## src/rtl/rmq_pkg.sv

```systemverilog
package rmq_pkg;

  // fixed point format of every matrix element and quaternion component
  localparam int FRAC_BITS = 30;
  localparam int DATA_W    = 32;

  // internal widths
  localparam int RAD_W   = DATA_W + 3;            // 1 + three signed terms
  localparam int DIFF_W  = DATA_W + 2;            // sum or difference of two elements
  localparam int MAG_W   = DATA_W + 1;            // magnitude of a difference
  localparam int ROOT_W  = DATA_W;                // floor(sqrt(rad * 2^FRAC_BITS))
  localparam int X_W     = 2 * ROOT_W;            // square root operand
  localparam int REM_W   = ROOT_W + 4;            // square root partial remainder
  localparam int DEN_W   = ROOT_W + 1;            // divisor 2*root
  localparam int NUM_W   = MAG_W + FRAC_BITS;     // dividend |d| * 2^FRAC_BITS
  localparam int QBITS   = DATA_W - 1;            // quotient bits below saturation
  localparam int TOP_W   = NUM_W - QBITS;         // dividend bits above the quotient bits

  localparam int SQ_STAGES   = ROOT_W;            // one root bit per stage
  localparam int DIV_STAGES  = QBITS + 1;         // range check plus one bit per stage
  localparam int QUEUE_DEPTH = 2;

  typedef enum logic [1:0] {
    BR_TRACE = 2'd0,
    BR_X     = 2'd1,
    BR_Y     = 2'd2,
    BR_Z     = 2'd3
  } branch_t;

  typedef struct packed {
    logic signed [DATA_W-1:0] r00;
    logic signed [DATA_W-1:0] r01;
    logic signed [DATA_W-1:0] r02;
    logic signed [DATA_W-1:0] r10;
    logic signed [DATA_W-1:0] r11;
    logic signed [DATA_W-1:0] r12;
    logic signed [DATA_W-1:0] r20;
    logic signed [DATA_W-1:0] r21;
    logic signed [DATA_W-1:0] r22;
  } in_t;

  typedef struct packed {
    logic signed [DATA_W-1:0] quat_w;
    logic signed [DATA_W-1:0] quat_x;
    logic signed [DATA_W-1:0] quat_y;
    logic signed [DATA_W-1:0] quat_z;
    logic [1:0]               branch_taken;
    logic                     degenerate;
  } out_t;

  // classification result that travels with an item through the back part
  typedef struct packed {
    logic [1:0]                 br;
    logic                       degen;
    logic [3:0][DIFF_W-1:0]     d;
  } side_t;

  typedef struct packed {
    side_t          side;
    logic [X_W-1:0] x;
  } entry_t;

endpackage

```

## src/rtl/rmq_queue.sv

```systemverilog
module rmq_queue #(
  parameter int DEPTH = rmq_pkg::QUEUE_DEPTH
) (
  input  logic            clk,
  input  logic            rst_n,
  input  logic            push,
  input  rmq_pkg::entry_t push_data,
  input  logic            pop,
  output rmq_pkg::entry_t pop_data,
  output logic            empty,
  output logic            full
);

  localparam int PTR_W = $clog2(DEPTH);
  localparam int CNT_W = $clog2(DEPTH + 1);

  rmq_pkg::entry_t  mem_r [DEPTH];
  logic [PTR_W-1:0] wr_ptr_r, wr_ptr_nxt, rd_ptr_r, rd_ptr_nxt;
  logic [CNT_W-1:0] count_r, count_nxt;
  logic             do_push, do_pop;

  assign empty    = (count_r == '0);
  assign full     = (count_r == CNT_W'(DEPTH));
  assign do_push  = push && !full;
  assign do_pop   = pop && !empty;
  assign pop_data = mem_r[rd_ptr_r];

  always_comb begin
    wr_ptr_nxt = wr_ptr_r;
    rd_ptr_nxt = rd_ptr_r;
    count_nxt  = count_r;
    if (do_push) begin
      wr_ptr_nxt = (wr_ptr_r == PTR_W'(DEPTH - 1)) ? '0 : wr_ptr_r + 1'b1;
    end
    if (do_pop) begin
      rd_ptr_nxt = (rd_ptr_r == PTR_W'(DEPTH - 1)) ? '0 : rd_ptr_r + 1'b1;
    end
    if (do_push && !do_pop) begin
      count_nxt = count_r + 1'b1;
    end else if (do_pop && !do_push) begin
      count_nxt = count_r - 1'b1;
    end
  end

  always_ff @(posedge clk) begin
    if (!rst_n) begin
      wr_ptr_r <= '0;
      rd_ptr_r <= '0;
      count_r  <= '0;
    end else begin
      wr_ptr_r <= wr_ptr_nxt;
      rd_ptr_r <= rd_ptr_nxt;
      count_r  <= count_nxt;
    end
  end

  always_ff @(posedge clk) begin
    if (do_push) begin
      mem_r[wr_ptr_r] <= push_data;
    end
  end

endmodule

```

## config.mk

```make
export PLATFORM = sky130hd
export DESIGN_NAME = rmq_queue
export DESIGN_NICKNAME = d
export VERILOG_FILES = /design/src/rtl/rmq_pkg.sv /design/src/rtl/rmq_queue.sv
export SDC_FILE = /design/constraint.sdc
export NUM_CORES = 1
export LEC_CHECK = 0
export BUFFER_PORTS_ARGS = -buffer_cell sky130_fd_sc_hd__buf_2
export CAP_MARGIN = 0
export CORE_UTILIZATION = 40
export CTS_BUF_LIST = sky130_fd_sc_hd__clkbuf_8
export DETAILED_ROUTE_END_ITERATION = 6
export HOLD_SLACK_MARGIN = 0.03
export PLACE_DENSITY = 0.69
export SLEW_MARGIN = 10
export SYNTH_ARGS = -nofsm -noshare
export SYNTH_HDL_FRONTEND = slang
export SYNTH_SLANG_ARGS = --single-unit
```

## constraint.sdc

```tcl
create_clock -name clk -period 12.1 [get_ports clk]
set_input_delay 1.815 -clock clk [delete_from_list [all_inputs] [get_ports clk]]
set_output_delay 1.815 -clock clk [all_outputs]
set_load 0.02 [all_outputs]
```

==> out/summary.txt, run 1 <==
worst-case clock buffer depth -> 3
Mapped Nets -> 865
CTS buffer count -> 69
Worst R2R Start -> count_r[0]
Cell Area, Synth -> 0.0156 mm2
placed cell area -> 0.0181 mm2
# Post-CTS Setup Buffers -> 0
max-slew violations -> 0
Worst slew margin -> 25.9%
number of synthesized flops with an enable pin -> 406
Arrival @ worst endpoint -> 3790 ps
post-route design area -> 0.0194 mm2
Nets -> 1330
clk_lat worst skew -> 590 ps
Peak VDD IR -> 246 uV
hold path depth -> 2
hold slack -> 551 ps
Chip Width -> 199 um
register area share after synthesis -> 78.8%
CP Class -> reg -> out
Main synth FF type -> edfxtp_1
area delta synth->final -> 24.6%
core area -> 0.0380 mm2
metal3 WL -> 3210 um
Compound-Gate Fraction of Synth Area -> 0.209%
main combinational cell family by area after synthesis -> multiplexers
TritonCTS Sinks -> 411
simple-gate portion of the synthesized area -> 0.353%
placed insts -> 1562
cts hold-fix bufs -> 0
Hold WC Path Type -> reg -> reg
XOR/XNOR Fraction of Synth Area -> 0.168%
M1 WL -> 11700 um
Max FO, Critical Path -> 61
CTS clk-pin slew, worst paths -> 60 ps
total track usage -> 15.0%
vias in the first global route -> 8016
worst reg2reg path depth -> 3
Via-to-Cell Ratio -> 4.58
Synth Area in Adders -> 0.0802%
Worst EP required -> 10280 ps
mux cell area share after synthesis -> 18.8%
die area -> 0.0398 mm2
via count -> 7734
die height -> 199 um
HP Start -> count_r[1]
post-synth cell types -> 22
Final Setup Violations -> 0
Synth Warn # -> 0
reg2reg setup slack -> 9580 ps
TritonCTS clock tree -> done
most common cell after layout, fill and taps aside -> buf_2
status -> completed
I/O Buffers -> 411
gpl congestion -> 0.737
H-tree lvl count -> 3
post-route ant nets -> 0
wire length per cell -> 18.4 um
initial antenna violation count -> 12
layout cells sized above 1 -> 60.5%
First-pass DRT Iterations -> 4
Max Cap Viol -> 0
Endpoint, Worst Hold -> count_r[1]
DP HPWL -> 20300 um
RSZ-0062 raised after global routing -> false
Fmax achieved -> 178 MHz
Worst Slack Setup Final -> 6500 ps
Final Non-Filler Cells -> 1689
IO Count -> 412
final WL -> 31100 um
worst-margin pin slew -> 1110 ps
# resized after CTS -> 0
reg-to-reg endpoint -> mem_r[1][100]
Syn Area/Cell -> 23.7 um2
most frequent cells in the layout -> buf_2, edfxtp_1, mux2_4, clkbuf_8, mux2_2
# rows -> 71
#FFs+latches synth -> 411
period utilization -> 46.3%
DR top layer -> met5
clock root buffer -> clkbuf_8
critical path capture point type -> primary output
asr flop ratio synth -> 0%
final hold vios -> 0
Final TNS setup -> 0 ps
skew final -> 20.1 ps
largest net degree at the start of global routing -> 162
initial core utilization -> 41.0%
Synth Instances -> 657
initial drt markers -> 262
met2 WL post-DR -> 15200 um
Placement Setup Slack -> 7090 ps
Lkg Pwr -> 0.00762 uW
DRC -> 0
Worst Setup Start Kind -> register
total grt overflow -> 0
Final min period -> 5600 ps
Power Density -> 218 mW/mm2
first-pass GRT wire length -> 44100 um
[state kept, by name (all words and copies together), names as in the netlist, named ones only]
name	flops
mem_r	406
count_r	2
rd_ptr_r	1
wr_ptr_r	1
[metrics by stage]
| step | util (%) | total power (uW) |
|---|---|---|
| floorplan | - | 2850 |
| CTS | 51.1 | 4310 |
| global placement | 47.7 | 3130 |
| global route | 51.1 | 4440 |
| detailed placement | 47.7 | 3140 |
| finish | 51.1 | 4250 |
[worst max-delay path: stages, from the launching register on]
cell	delay [ps]
dfxtp_4	680
buf_4	820
buf_4	960
mux2_4	360
buf_2	170
[Yosys cell counts, types with 2 or more instances]
| cell type | instances | area, um2 |
|---|---|---|
| dfxtp_1 | 5 | 100 |
| mux2_4 | 170 | 2550 |
| edfxtp_1 | 406 | 12200 |
| buf_6 | 19 | 214 |
| inv_1 | 2 | 7.51 |
| xnor2_1 | 2 | 17.5 |
| and2_1 | 3 | 18.8 |
| buf_2 | 3 | 15.0 |
| nor2_1 | 2 | 7.51 |
| mux2_2 | 33 | 372 |
[final cells by class]
type,instances,area [um2]
Fill cell,3149,18600
Sequential cell,411,12300
Multi-Input combinational cell,221,3060
Timing Repair Buffer,417,2130
Clock buffer,73,1000
Tap cell,511,639
Clock inverter,47,283
Antenna cell,7,17.5
Inverter,2,7.51
[layer usage]
layer / track usage (%) / vias to the layer above
met5: 0 / -
met4: 8.09 / 10
met3: 7.07 / 74
met2: 24.5 / 322
met1: 16.1 / 3763
li1: - / 3565
[worst max path at each step]
stage	startpoint	to	slack, ps	cells after the start
finish	register	pop_data[50]	6500	4
global route	register	pop_data[50]	6280	4
CTS	register	pop_data[33]	6400	4
detailed placement	register	pop_data[33]	7090	4
global placement	register	pop_data[33]	7040	4
floorplan	push	mem_r[0][0]	1700	2
[power by group]
part           switching (uW)  total [uW]  leakage (uW)  internal, uW
clock                     526        1150      0.000734           622
sequential               63.2        1860       0.00383          1790
combinational             699        1240       0.00305           543
[logic make-up after synthesis]
family | count (synthesis)
mux | 203
compound gates | 5
xor+xnor | 3
buf+inv | 25
simple gates | 9
flops | 411
fa+ha+maj | 1
Note: power is estimated with default switching activity, not from simulation.
==> run 2, diff against run 1 <==
Settings changed: PLACE_DENSITY 0.69 to 0.72.
Clock period 12.1 ns to 5.13 ns, I/O delays scaled along.
==> out/summary.txt, run 2 (synthesized netlist as in run 1, its figures left out) <==
initial drt markers -> 190
Worst slew margin -> 36.8%
Max Cap Viol -> 0
I/O Buffers -> 411
Finished Core Util -> 51.1%
initial antenna violation count -> 14
status -> completed
First-pass DRT Iterations -> 4
Sequential Power Share -> 44.7%
Worst Setup Start Kind -> register
CP Class -> reg -> out
RSZ-0062 raised after global routing -> false
total track usage -> 15.2%
critical path capture point type -> primary output
H-tree lvl count -> 3
max-slew violations -> 0
Power Density -> 508 mW/mm2
skew final -> 22.9 ps
most frequent cells in the layout -> buf_2, edfxtp_1, mux2_4, clkbuf_8, mux2_2
Via-to-Cell Ratio -> 4.59
net switching power -> 3030 uW
core area -> 0.0380 mm2
first-pass GRT wire length -> 44900 um
IO Count -> 412
Arrival @ worst endpoint -> 2730 ps
CTS buffer count -> 68
Biggest register -> mem_r
DP HPWL -> 20500 um
total grt overflow -> 0
DRC -> 0
HP Start -> push_data[190]
gpl congestion -> 0.759
slowest stage delay, CP -> 960 ps
cts hold-fix bufs -> 0
clock root buffer -> clkbuf_8
TritonCTS Sinks -> 411
Nets -> 1330
Hold WC Path Type -> in -> reg
Final min period -> 3500 ps
worst-margin pin slew -> 949 ps
Lkg Pwr -> 0.00760 uW
internal power -> 6830 uW
TritonCTS clock tree -> done
layout cells sized above 1 -> 60.2%
wire length per cell -> 18.4 um
Worst R2R Start -> count_r[0]
Worst EP required -> 4360 ps
hold slack -> 372 ps
period utilization -> 68.2%
Final Setup Violations -> 0
worst path cell trace -> buf_4, mux2_2, buf_2
Chip Width -> 199 um
Peak VDD IR -> 442 uV
die height -> 199 um
Fmax achieved -> 286 MHz
via count -> 7769
final WL -> 31200 um
clk_lat worst skew -> 580 ps
Max FO, Critical Path -> 48
area delta synth->final -> 24.5%
# resized after CTS -> 0
# rows -> 71
Largest regs -> mem_r: 406 flops, count_r: 2 flops
vias in the first global route -> 8317
worst-case clock buffer depth -> 3
# Post-CTS Setup Buffers -> 0
final hold vios -> 0
post-route ant nets -> 0
most common cell after layout, fill and taps aside -> buf_2
initial core utilization -> 41.0%
combinational power share -> 29.6%
Largest register FFs -> 406
die area -> 0.0398 mm2
largest net degree at the start of global routing -> 107
Clock power frac -> 25.7%
sw frac -> 30.7%
CTS clk-pin slew, worst paths -> 60 ps
CP max stage cell -> dfxtp_4
[run 2: cell count changes in the layout (fill, tap and decap cells not counted), sizes merged]
| cell | change |
|---|---|
| clkinv | +6 |
| diode | +3 |
| inv | -3 |
| bufinv | -2 |
| clkbuf | -2 |
| buf | +1 |
| clkinvlp | -1 |
[run 2: metrics by stage]
stage	setup WS, ps	TNS [ps]	total power, uW	cell area (um2)	std cells
after global placement	2270	0	7400	18200	1563
after global routing	1430	0	10300	19400	1686
after floorplan	-950	-193730	6650	15600	657
final	1630	0	9860	19400	1691
after detailed placement	2200	0	7440	18200	1563
after CTS	1520	0	10000	19400	1681
[run 2: final timing paths]
kind                        end  slack [ps]  cells past startpoint
setup / recovery    pop_data[1]        1630                      3
hold / removal    mem_r[1][190]         370                      1
setup reg to reg   mem_r[1][35]        2930                      3
hold reg to reg      count_r[1]         530                      2
[run 2: layout make-up]
type | instances | area (um2)
Antenna cell | 10 | 25.0
Fill cell | 3148 | 18600
Tap cell | 511 | 639
Clock buffer | 71 | 977
Timing Repair Buffer | 418 | 2180
Multi-Input combinational cell | 221 | 3060
Inverter | 2 | 20.0
Sequential cell | 411 | 12300
Clock inverter | 47 | 214
[run 2: per-layer routing]
| metal | routed length [um] | track usage, % | vias up |
|---|---|---|---|
| met5 | 59 | 0 | - |
| met4 | 880 | 7.89 | 10 |
| met3 | 3200 | 6.92 | 81 |
| met2 | 15400 | 25.5 | 316 |
| met1 | 11700 | 16.1 | 3781 |
| li1 | - | - | 3581 |
[run 2: power by group through the flow]
stage	combinational [uW]	sequential, uW	clock (uW)
CTS	2980	4410	2640
global route	3110	4450	2780
detailed placement	2960	4480	0
global placement	2950	4450	0
floorplan	2230	4430	0
finish	2920	4400	2530
[run 2: worst max-delay path: cells and delay by family, from the launching register on]
kind | cells | cell delay (ps)
buffers and inverters | 2 | 750
flip-flops | 1 | 960
multiplexers | 1 | 400
